## config.mk

```make
export PLATFORM = sky130hd
export DESIGN_NAME = keyword_token_scanner_top
export DESIGN_NICKNAME = d
export VERILOG_FILES = /design/src/kts_pkg.sv /design/src/kts_fifo.sv /design/src/kts_front.sv /design/src/kts_back.sv /design/src/keyword_token_scanner_top.sv
export SDC_FILE = /design/constraint.sdc
export NUM_CORES = 1
export LEC_CHECK = 0
export ABC_AREA = 1
export BUFFER_PORTS_ARGS = -buffer_cell sky130_fd_sc_hd__buf_4
export CORE_ASPECT_RATIO = 1.4
export CORE_UTILIZATION = 46
export DETAILED_ROUTE_END_ITERATION = 12
export PLACE_DENSITY = 0.71
export SLEW_MARGIN = 0
export SYNTH_ARGS = -nofsm -noshare
export SYNTH_HDL_FRONTEND = slang
export SYNTH_HIERARCHICAL = 1
export SYNTH_SLANG_ARGS = --single-unit
export TNS_END_PERCENT = 30
```

## constraint.sdc

```tcl
create_clock -name clk -period 5.3 [get_ports clk]
set_clock_uncertainty 0.05 [all_clocks]
set_input_delay 1.325 -clock clk [delete_from_list [all_inputs] [get_ports clk]]
set_output_delay 1.325 -clock clk [all_outputs]
set_load 0.1 [all_outputs]
```

## src/kts_pkg.sv

```systemverilog
// Shared types, constants and keyword tables for the keyword token scanner.
`timescale 1ns / 1ps

package kts_pkg;

	localparam int LINE_WIDTH   = 16;
	localparam int COLUMN_WIDTH = 12;
	localparam int LENGTH_WIDTH = 8;

	localparam int NUM_KW       = 5;
	localparam int KW_TEXT_W    = 72;
	localparam int ITEM_DEPTH   = 4;
	localparam int RESULT_DEPTH = 4;

	localparam logic [7:0] CHAR_NEWLINE = 8'd10;
	localparam logic [7:0] CHAR_HASH    = 8'h23;
	localparam logic [7:0] CHAR_DOT     = 8'h2E;
	localparam logic [7:0] CHAR_UNDER   = 8'h5F;

	typedef enum logic [3:0] {
		KIND_END       = 4'd0,
		KIND_IDENT     = 4'd1,
		KIND_NUMBER    = 4'd2,
		KIND_RETURN    = 4'd3,
		KIND_DEF       = 4'd4,
		KIND_VAR       = 4'd5,
		KIND_PRINT     = 4'd6,
		KIND_TRANSPOSE = 4'd7,
		KIND_SINGLE    = 4'd8
	} kind_t;

	typedef enum logic [1:0] {
		MODE_IDLE,
		MODE_IDENT,
		MODE_NUMBER,
		MODE_COMMENT
	} mode_t;

	typedef enum logic [2:0] {
		CLS_SPACE,
		CLS_LETTER,
		CLS_DIGIT,
		CLS_DOT,
		CLS_UNDER,
		CLS_HASH,
		CLS_OTHER
	} cls_t;

	typedef struct packed {
		logic [7:0] data;
		logic       eoi;
		cls_t       cls;
	} item_t;

	// Keyword text, left-justified, zero-padded on the right.
	function automatic logic [KW_TEXT_W-1:0] kw_text(input logic [2:0] kw);
		logic [KW_TEXT_W-1:0] t;
		case (kw)
			3'd0: t = {"return", 24'h0};
			3'd1: t = {"def", 48'h0};
			3'd2: t = {"var", 48'h0};
			3'd3: t = {"print", 32'h0};
			3'd4: t = "transpose";
			default: t = '0;
		endcase
		return t;
	endfunction

	function automatic logic [7:0] kw_char(input logic [2:0] kw, input logic [3:0] pos);
		logic [KW_TEXT_W-1:0] t;
		t = kw_text(kw) << (8 * pos);
		return t[KW_TEXT_W-1 -: 8];
	endfunction

	function automatic logic [3:0] kw_len(input logic [2:0] kw);
		logic [3:0] n;
		case (kw)
			3'd0: n = 4'd6;
			3'd1: n = 4'd3;
			3'd2: n = 4'd3;
			3'd3: n = 4'd5;
			3'd4: n = 4'd9;
			default: n = 4'd0;
		endcase
		return n;
	endfunction

	function automatic kind_t kw_kind(input logic [2:0] kw);
		kind_t k;
		case (kw)
			3'd0: k = KIND_RETURN;
			3'd1: k = KIND_DEF;
			3'd2: k = KIND_VAR;
			3'd3: k = KIND_PRINT;
			3'd4: k = KIND_TRANSPOSE;
			default: k = KIND_IDENT;
		endcase
		return k;
	endfunction

endpackage

```

## src/kts_fifo.sv

```systemverilog
// Small flip-flop queue with up to two writes and one read per cycle.
`timescale 1ns / 1ps

module kts_fifo #(
	parameter int WIDTH = 8,
	parameter int DEPTH = 4
) (
	input  logic             clk,
	input  logic             arst_n,
	input  logic             wr_en0,
	input  logic [WIDTH-1:0] wr_data0,
	input  logic             wr_en1,
	input  logic [WIDTH-1:0] wr_data1,
	input  logic             rd_en,
	output logic [WIDTH-1:0] rd_data,
	output logic             empty,
	output logic             full,
	output logic             room_two
);

	localparam int PW = (DEPTH > 1) ? $clog2(DEPTH) : 1;
	localparam int CW = PW + 1;

	logic [WIDTH-1:0] mem_q [DEPTH];
	logic [PW-1:0]    wr_ptr_q;
	logic [PW-1:0]    rd_ptr_q;
	logic [CW-1:0]    count_q;
	logic [1:0]       wr_num;

	assign wr_num = {1'b0, wr_en0} + {1'b0, wr_en1};

	// second write lands one slot past the first
	always_ff @(posedge clk) begin
		if (wr_en0) mem_q[wr_ptr_q] <= wr_data0;
		if (wr_en1) mem_q[wr_ptr_q + PW'(1)] <= wr_data1;
	end

	always_ff @(posedge clk or negedge arst_n) begin
		if (!arst_n) begin
			wr_ptr_q <= '0;
			rd_ptr_q <= '0;
			count_q  <= '0;
		end else begin
			wr_ptr_q <= wr_ptr_q + PW'(wr_num);
			rd_ptr_q <= rd_ptr_q + PW'(rd_en);
			count_q  <= count_q + CW'(wr_num) - CW'(rd_en);
		end
	end

	assign rd_data  = mem_q[rd_ptr_q];
	assign empty    = (count_q == '0);
	assign full     = (count_q == CW'(DEPTH));
	assign room_two = (count_q <= CW'(DEPTH - 2));

endmodule

```

## src/kts_front.sv

```systemverilog
// Front end: takes source bytes and classifies each into a character class.
`timescale 1ns / 1ps

module kts_front (
	input  logic          push,
	output logic          full,
	input  logic [7:0]    source_byte,
	input  logic          end_of_input,
	input  logic          queue_full,
	output logic          queue_wr,
	output kts_pkg::item_t item
);

	kts_pkg::cls_t cls;

	always_comb begin
		if (source_byte == 8'd32 || (source_byte >= 8'd9 && source_byte <= 8'd13))
			cls = kts_pkg::CLS_SPACE;
		else if ((source_byte >= 8'h61 && source_byte <= 8'h7A) ||
			(source_byte >= 8'h41 && source_byte <= 8'h5A))
			cls = kts_pkg::CLS_LETTER;
		else if (source_byte >= 8'h30 && source_byte <= 8'h39)
			cls = kts_pkg::CLS_DIGIT;
		else if (source_byte == kts_pkg::CHAR_DOT)
			cls = kts_pkg::CLS_DOT;
		else if (source_byte == kts_pkg::CHAR_UNDER)
			cls = kts_pkg::CLS_UNDER;
		else if (source_byte == kts_pkg::CHAR_HASH)
			cls = kts_pkg::CLS_HASH;
		else
			cls = kts_pkg::CLS_OTHER;
	end

	assign full      = queue_full;
	assign queue_wr  = push && !queue_full;
	assign item.data = source_byte;
	assign item.eoi  = end_of_input;
	assign item.cls  = cls;

endmodule

```

## src/kts_back.sv

```systemverilog
// Back end: scanner state, keyword matching and token result assembly.
`timescale 1ns / 1ps

module kts_back #(
	parameter int LINE_WIDTH   = kts_pkg::LINE_WIDTH,
	parameter int COLUMN_WIDTH = kts_pkg::COLUMN_WIDTH,
	parameter int LENGTH_WIDTH = kts_pkg::LENGTH_WIDTH,
	localparam int RES_W = 4 + 8 + LINE_WIDTH + COLUMN_WIDTH + LENGTH_WIDTH + 2
) (
	input  logic             clk,
	input  logic             arst_n,
	input  kts_pkg::item_t   item,
	input  logic             item_valid,
	output logic             item_pop,
	input  logic             room,
	output logic             res_push0,
	output logic [RES_W-1:0] res_data0,
	output logic             res_push1,
	output logic [RES_W-1:0] res_data1
);

	localparam int NK = kts_pkg::NUM_KW;

	kts_pkg::mode_t           mode_q, mode_n;
	logic [NK-1:0]            cand_q, cand_n;
	logic [LENGTH_WIDTH-1:0]  run_q, run_n;
	logic                     ovf_q, ovf_n;
	logic [LINE_WIDTH-1:0]    line_q, line_n;
	logic [COLUMN_WIDTH-1:0]  col_q, col_n;
	logic [LINE_WIDTH-1:0]    sline_q, sline_n;
	logic [COLUMN_WIDTH-1:0]  scol_q, scol_n;

	logic [COLUMN_WIDTH-1:0]  col_pos;
	logic [NK-1:0]            cand_ext, cand_new;
	kts_pkg::kind_t           run_kind;
	logic                     ended, fresh;
	logic [7:0]               b;

	kts_pkg::kind_t           k0, k1;
	logic [7:0]               c0, c1;
	logic [LINE_WIDTH-1:0]    l0, l1;
	logic [COLUMN_WIDTH-1:0]  p0, p1;
	logic [LENGTH_WIDTH-1:0]  n0, n1;
	logic                     o0, o1;

	assign b        = item.data;
	assign item_pop = item_valid && room;
	assign col_pos  = (col_q == '1) ? col_q : col_q + 1'b1;

	always_comb begin
		for (int i = 0; i < NK; i++) begin
			cand_ext[i] = cand_q[i] &&
				(run_q < LENGTH_WIDTH'(kts_pkg::kw_len(3'(i)))) &&
				(kts_pkg::kw_char(3'(i), run_q[3:0]) == b);
			cand_new[i] = (kts_pkg::kw_char(3'(i), 4'd0) == b);
		end
	end

	// lowest keyword index wins
	always_comb begin
		run_kind = (mode_q == kts_pkg::MODE_NUMBER) ? kts_pkg::KIND_NUMBER :
			kts_pkg::KIND_IDENT;
		if (mode_q == kts_pkg::MODE_IDENT && !ovf_q) begin
			for (int i = NK - 1; i >= 0; i--) begin
				if (cand_q[i] && run_q == LENGTH_WIDTH'(kts_pkg::kw_len(3'(i))))
					run_kind = kts_pkg::kw_kind(3'(i));
			end
		end
	end

	always_comb begin
		mode_n  = mode_q;
		cand_n  = cand_q;
		run_n   = run_q;
		ovf_n   = ovf_q;
		line_n  = line_q;
		col_n   = col_q;
		sline_n = sline_q;
		scol_n  = scol_q;
		ended   = 1'b0;
		fresh   = 1'b0;
		res_push0 = 1'b0;
		res_push1 = 1'b0;
		k0 = kts_pkg::KIND_END;  c0 = '0; l0 = '0; p0 = '0; n0 = '0; o0 = 1'b0;
		k1 = kts_pkg::KIND_END;  c1 = '0; l1 = '0; p1 = '0; n1 = '0; o1 = 1'b0;

		if (item_pop) begin
			if (item.eoi) begin
				// flush a pending run, then the end token; return to reset state
				if (mode_q == kts_pkg::MODE_IDENT || mode_q == kts_pkg::MODE_NUMBER) begin
					res_push0 = 1'b1;
					res_push1 = 1'b1;
					k0 = run_kind; l0 = sline_q; p0 = scol_q; n0 = run_q; o0 = ovf_q;
					l1 = line_q;   p1 = col_pos;
				end else begin
					res_push0 = 1'b1;
					l0 = line_q; p0 = col_pos;
				end
				mode_n  = kts_pkg::MODE_IDLE;
				cand_n  = '0;
				run_n   = '0;
				ovf_n   = 1'b0;
				line_n  = LINE_WIDTH'(1);
				col_n   = '0;
				sline_n = LINE_WIDTH'(1);
				scol_n  = '0;
			end else begin
				case (mode_q)
					kts_pkg::MODE_IDENT: begin
						if (item.cls == kts_pkg::CLS_LETTER || item.cls == kts_pkg::CLS_DIGIT ||
							item.cls == kts_pkg::CLS_UNDER) begin
							cand_n = cand_ext;
							ovf_n  = ovf_q | (run_q == '1);
							run_n  = (run_q == '1) ? run_q : run_q + 1'b1;
						end else begin
							ended = 1'b1;
						end
					end
					kts_pkg::MODE_NUMBER: begin
						if (item.cls == kts_pkg::CLS_DIGIT || item.cls == kts_pkg::CLS_DOT) begin
							ovf_n = ovf_q | (run_q == '1);
							run_n = (run_q == '1) ? run_q : run_q + 1'b1;
						end else begin
							ended = 1'b1;
						end
					end
					kts_pkg::MODE_COMMENT: begin
						if (b == kts_pkg::CHAR_NEWLINE) mode_n = kts_pkg::MODE_IDLE;
					end
					default: begin
						fresh = 1'b1;
					end
				endcase

				if (ended) begin
					res_push0 = 1'b1;
					k0 = run_kind; l0 = sline_q; p0 = scol_q; n0 = run_q; o0 = ovf_q;
					mode_n = kts_pkg::MODE_IDLE;
					fresh  = 1'b1;
				end

				// the terminating byte, like any byte taken while idle, may start a token of its own
				if (fresh) begin
					case (item.cls)
						kts_pkg::CLS_SPACE: begin
						end
						kts_pkg::CLS_LETTER: begin
							mode_n  = kts_pkg::MODE_IDENT;
							cand_n  = cand_new;
							run_n   = LENGTH_WIDTH'(1);
							ovf_n   = 1'b0;
							sline_n = line_q;
							scol_n  = col_pos;
						end
						kts_pkg::CLS_DIGIT, kts_pkg::CLS_DOT: begin
							mode_n  = kts_pkg::MODE_NUMBER;
							cand_n  = '0;
							run_n   = LENGTH_WIDTH'(1);
							ovf_n   = 1'b0;
							sline_n = line_q;
							scol_n  = col_pos;
						end
						kts_pkg::CLS_HASH: begin
							mode_n = kts_pkg::MODE_COMMENT;
						end
						default: begin
							if (ended) begin
								res_push1 = 1'b1;
								k1 = kts_pkg::KIND_SINGLE; c1 = b; l1 = line_q; p1 = col_pos;
							end else begin
								res_push0 = 1'b1;
								k0 = kts_pkg::KIND_SINGLE; c0 = b; l0 = line_q; p0 = col_pos;
							end
						end
					endcase
				end

				if (b == kts_pkg::CHAR_NEWLINE) begin
					line_n = (line_q == '1) ? line_q : line_q + 1'b1;
					col_n  = '0;
				end else begin
					col_n = col_pos;
				end
			end
		end

		res_data0 = {k0, c0, l0, p0, n0, o0, !res_push1};
		res_data1 = {k1, c1, l1, p1, n1, o1, 1'b1};
	end

	always_ff @(posedge clk or negedge arst_n) begin
		if (!arst_n) begin
			mode_q  <= kts_pkg::MODE_IDLE;
			cand_q  <= '0;
			run_q   <= '0;
			ovf_q   <= 1'b0;
			line_q  <= LINE_WIDTH'(1);
			col_q   <= '0;
			sline_q <= LINE_WIDTH'(1);
			scol_q  <= '0;
		end else begin
			mode_q  <= mode_n;
			cand_q  <= cand_n;
			run_q   <= run_n;
			ovf_q   <= ovf_n;
			line_q  <= line_n;
			col_q   <= col_n;
			sline_q <= sline_n;
			scol_q  <= scol_n;
		end
	end

`ifndef SYNTHESIS
	a_second_needs_first: assert property (@(posedge clk) disable iff (!arst_n)
		res_push1 |-> res_push0)
		else $error("second result pushed without the first");

	a_no_pop_without_room: assert property (@(posedge clk) disable iff (!arst_n)
		!room |-> !item_pop)
		else $error("item taken without room for two results");

	a_eoi_resets: assert property (@(posedge clk) disable iff (!arst_n)
		(item_pop && item.eoi) |=>
		(mode_q == kts_pkg::MODE_IDLE && line_q == LINE_WIDTH'(1) && col_q == '0))
		else $error("scanner not back at reset state after end of input");

	a_comment_silent: assert property (@(posedge clk) disable iff (!arst_n)
		(item_pop && !item.eoi && mode_q == kts_pkg::MODE_COMMENT) |-> !res_push0)
		else $error("result produced inside a comment");

	a_line_nonzero: assert property (@(posedge clk) disable iff (!arst_n)
		line_q != '0)
		else $error("line counter reached zero");
`endif

endmodule

```

## src/keyword_token_scanner_top.sv

```systemverilog
// Top level of the keyword token scanner: front, item queue, back, result queue.
`timescale 1ns / 1ps

// Usage:
// Input channel: drive source_byte / end_of_input and raise push; a byte is
// transferred on a clock edge with push high and full low.
// Result channel: while empty is low the oldest token sits on the result ports;
// it is transferred on a clock edge with pop high and empty low.
// Each byte yields zero, one or two tokens; last_result marks the final one.
// end_of_input flushes a pending identifier or number, emits the end token and
// returns the scanner to its power-up state for the next text.
// A token passes from its byte through the item queue, then the scanner, then
// the result queue, whose oldest entry drives the result ports.
// Throughput: one byte per cycle while the scanner is not held off; the
// result port drains one token per cycle, so bursts of two-token bytes fill the
// result queue and then hold off the scanner and, through the item queue, push.
// Reset (arst_n low) empties both queues and clears line to one, column to zero.
// When the receiver stalls, results wait in the result queue; the scanner stops
// when fewer than two slots are free, and full rises once the item queue fills.
module keyword_token_scanner_top #(
	parameter int LINE_WIDTH   = kts_pkg::LINE_WIDTH,
	parameter int COLUMN_WIDTH = kts_pkg::COLUMN_WIDTH,
	parameter int LENGTH_WIDTH = kts_pkg::LENGTH_WIDTH
) (
	input  logic                    clk,
	input  logic                    arst_n,
	input  logic                    push,
	output logic                    full,
	input  logic [7:0]              source_byte,
	input  logic                    end_of_input,
	output logic                    empty,
	input  logic                    pop,
	output logic [3:0]              token_kind,
	output logic [7:0]              char_code,
	output logic [LINE_WIDTH-1:0]   start_line,
	output logic [COLUMN_WIDTH-1:0] start_column,
	output logic [LENGTH_WIDTH-1:0] token_length,
	output logic                    length_overflow,
	output logic                    last_result
);

	localparam int RES_W  = 4 + 8 + LINE_WIDTH + COLUMN_WIDTH + LENGTH_WIDTH + 2;
	localparam int ITEM_W = $bits(kts_pkg::item_t);

	kts_pkg::item_t    front_item;
	logic              front_wr;
	logic              item_full;
	logic              item_empty;
	logic [ITEM_W-1:0] item_rd;
	kts_pkg::item_t    back_item;
	logic              item_pop;
	logic              res_room;
	logic              res_push0, res_push1;
	logic [RES_W-1:0]  res_data0, res_data1;
	logic [RES_W-1:0]  res_rd;

	kts_front u_front (
		.push         (push),
		.full         (full),
		.source_byte  (source_byte),
		.end_of_input (end_of_input),
		.queue_full   (item_full),
		.queue_wr     (front_wr),
		.item         (front_item)
	);

	kts_fifo #(
		.WIDTH (ITEM_W),
		.DEPTH (kts_pkg::ITEM_DEPTH)
	) u_item_q (
		.clk      (clk),
		.arst_n   (arst_n),
		.wr_en0   (front_wr),
		.wr_data0 (front_item),
		.wr_en1   (1'b0),
		.wr_data1 ({ITEM_W{1'b0}}),
		.rd_en    (item_pop),
		.rd_data  (item_rd),
		.empty    (item_empty),
		.full     (item_full),
		.room_two ()
	);

	assign back_item = kts_pkg::item_t'(item_rd);

	kts_back #(
		.LINE_WIDTH   (LINE_WIDTH),
		.COLUMN_WIDTH (COLUMN_WIDTH),
		.LENGTH_WIDTH (LENGTH_WIDTH)
	) u_back (
		.clk        (clk),
		.arst_n     (arst_n),
		.item       (back_item),
		.item_valid (!item_empty),
		.item_pop   (item_pop),
		.room       (res_room),
		.res_push0  (res_push0),
		.res_data0  (res_data0),
		.res_push1  (res_push1),
		.res_data1  (res_data1)
	);

	kts_fifo #(
		.WIDTH (RES_W),
		.DEPTH (kts_pkg::RESULT_DEPTH)
	) u_result_q (
		.clk      (clk),
		.arst_n   (arst_n),
		.wr_en0   (res_push0),
		.wr_data0 (res_data0),
		.wr_en1   (res_push1),
		.wr_data1 (res_data1),
		.rd_en    (pop && !empty),
		.rd_data  (res_rd),
		.empty    (empty),
		.full     (),
		.room_two (res_room)
	);

	assign {token_kind, char_code, start_line, start_column, token_length,
		length_overflow, last_result} = res_rd;

endmodule
```

==> impl_metrics.tcl <==
set metrics [dict create \
    avgRoutedWirePerCell_um 17.07 \
    cp_slowest_cell "dfrtp_1" \
    maxCapViolCount 0 \
    hold_class "flop to flop" \
    finalPower_mw 16.51 \
    rows 94 \
    worstSetupPathType "flop to flop" \
    power_density_mw_per_mm2 693.5 \
    path_delay_family "simple AND/OR/NAND/NOR gates" \
    reg2reg_slack_ps 1220 \
    cp.arrival_ps 4500 \
    tritoncts "done" \
    clock_path_buffers 3 \
    syn_avg_cell_area_um2 7.216 \
    synth_cells 3019 \
    antenna_found_initial 0 \
    drive_gt1_share_pct 7.309 \
    hpwl_um 40960 \
    cp_common_cell "inv_1" \
    cp-end-kind "flop" \
    vias 19858 \
    initial_core_util_pct 46.42 \
    finalHoldViolCount 0 \
    post-route-period-util_pct 76.97 \
    dieArea_mm2 0.04825 \
    grt_remaining_overflow 0 \
    ant_nets 0 \
    fin_tns_setup_ps 0 \
    vdd_drop_max_uv 582.1 \
    tightest_slew_ps 1094 \
    chipHeight_um 259.5 \
    cpPeakStageDelay_ps 600 \
    cts_htree_levels 2 \
    nets 3063 \
    syn_to_final_growth_pct 9.281 \
    cp_data_required_time_ps 5720 \
    outcome "finished clean" \
    drcViolationCount 0 \
    syn_area_mm2 0.02179 \
    cts_setup_buffers 0 \
    crit_buf_inv 5 \
    cts_made_buffers 35 \
    p_leak_nw 11.25 \
    cts_root_buf "clkbuf_16" \
    fmax_ghz 0.2451 \
    io_buffers 64 \
    slew_viol_final 0 \
    gp_congestion 0.9470 \
    clock_latency_ps 540 \
    grt_pass1_vias 19192 \
    cp_max_fo 22 \
    clk_pin_slew_ps 60 \
    max_slew_margin_pct 27.05 \
    initialDrtViolationCount 1394 \
    holdBufCountCts 0 \
    viasPerCell 5.404 \
    fillers 4460 \
    post_cts_resized 0 \
    grt_usage_pct 26.14 \
    die_x_um 185.9 \
    worstPathCellList "inv_1, nand3_1, nand2_1, nor2_1, nand2_2, nand3_2, nand2_2, nand2_1, a31oi_1, buf_4, ha_1, inv_1, ha_1, inv_1, ha_1, fa_1, inv_1, nand3_1, nand2_1" \
    setup_viol 0 \
    grt_pass1_wl_um 99440 \
    cts_sinks 334 \
    ios 65 \
    cp-start-kind "flop" \
    dr.pass1.iters 5 \
    core_mm2 0.04693 \
    grt_max_degree 101 \
    period_needed_ps 4079 \
    rsz0062_at_grt "no" \
    n_antenna_cell 0 \
    yosysWarnings 6 \
    wl_um 62750 \
]
[flip-flops by register name, indices dropped and copies added (netlist names)]
signal	flops
u_result_q/mem_q	200
u_item_q/mem_q	48
u_back/line_q	16
u_back/sline_q	16
u_back/col_q	12
u_back/scol_q	12
u_back/run_q	8
u_back/cand_q	5
u_item_q/count_q	3
u_result_q/count_q	3
u_back/mode_q	2
u_item_q/rd_ptr_q	2
u_item_q/wr_ptr_q	2
u_result_q/rd_ptr_q	2
u_result_q/wr_ptr_q	2
u_back/ovf_q	1
[per-stage QoR]
stage | cells | setup slack [ps] | hold WS (ps) | utilization (%) | instance area (µm²)
after floorplan | 3082 | 1370 | 392.2 | - | 22020
after global placement | 3611 | 1329 | 411.1 | 48.25 | 22640
after detailed placement | 3611 | 1255 | 417.8 | 48.25 | 22640
after CTS | 3675 | 1222 | 431.7 | 50.73 | 23810
after global routing | 3675 | 906.6 | 467.6 | 50.73 | 23810
final | 3675 | 1221 | 433.5 | 50.73 | 23810
[per-layer routing]
metal  track usage (%)  vias to the layer above  wire length [µm]
met5                 0                        -                 0
met4             14.80                        0              3419
met3             3.114                      209              4340
met2             47.00                      827             31580
met1             29.60                     9209             23410
li1                  -                     9613                 -
[area by class of cell]
type                            instances  area [µm²]  share of cell area [%]
Multi-Input combinational cell       2067        9563                   40.17
Tap cell                              624       780.7                   3.279
Clock buffer                           44       940.9                   3.952
Clock inverter                         20       222.7                  0.9355
Inverter                              485        1823                   7.657
Timing Repair Buffer                  101       870.8                   3.658
Sequential cell                       334        9607                   40.35
[worst reg2reg max path: cells and delay by family, from the launching register on]
kind	cells	cell delay, ps
AND/OR/NAND/NOR	9	1510
buffers and inverters	5	610
adder cells (fa/ha/maj)	4	1130
flip-flops	1	600
AO/OA/AOI/OAI	1	120
[worst paths after layout]
check / start / cells past startpoint / to
worst max-delay path: u_item_q/rd_ptr_q[1] / 19 / u_result_q/count_q[2]
worst min-delay path: u_back/scol_q[8] / 2 / u_back/scol_q[8]
worst max register to register: u_item_q/rd_ptr_q[1] / 19 / u_result_q/count_q[2]
worst min register to register: u_back/scol_q[8] / 2 / u_back/scol_q[8]
max in group asynchronous: arst_n / 2 / u_back/run_q[4]
min in group asynchronous: arst_n / 1 / u_back/scol_q[9]
[power by group]
group	switching [mW]	internal (mW)
registers	0.422	3.86
clock network	1.07	1.47
logic	7.55	2.14
[layout by cell type (no fill, tap or decap), drive strengths merged, types with 66 or more instances in the layout]
cell type / instances
buf: 101
dfrtp: 84
nand3: 296
conb: 66
o21ai: 154
inv: 479
nand2: 1069
nor2: 151
nand4: 143
edfxtp: 248
No activity file was read; power rests on OpenSTA's default activity.
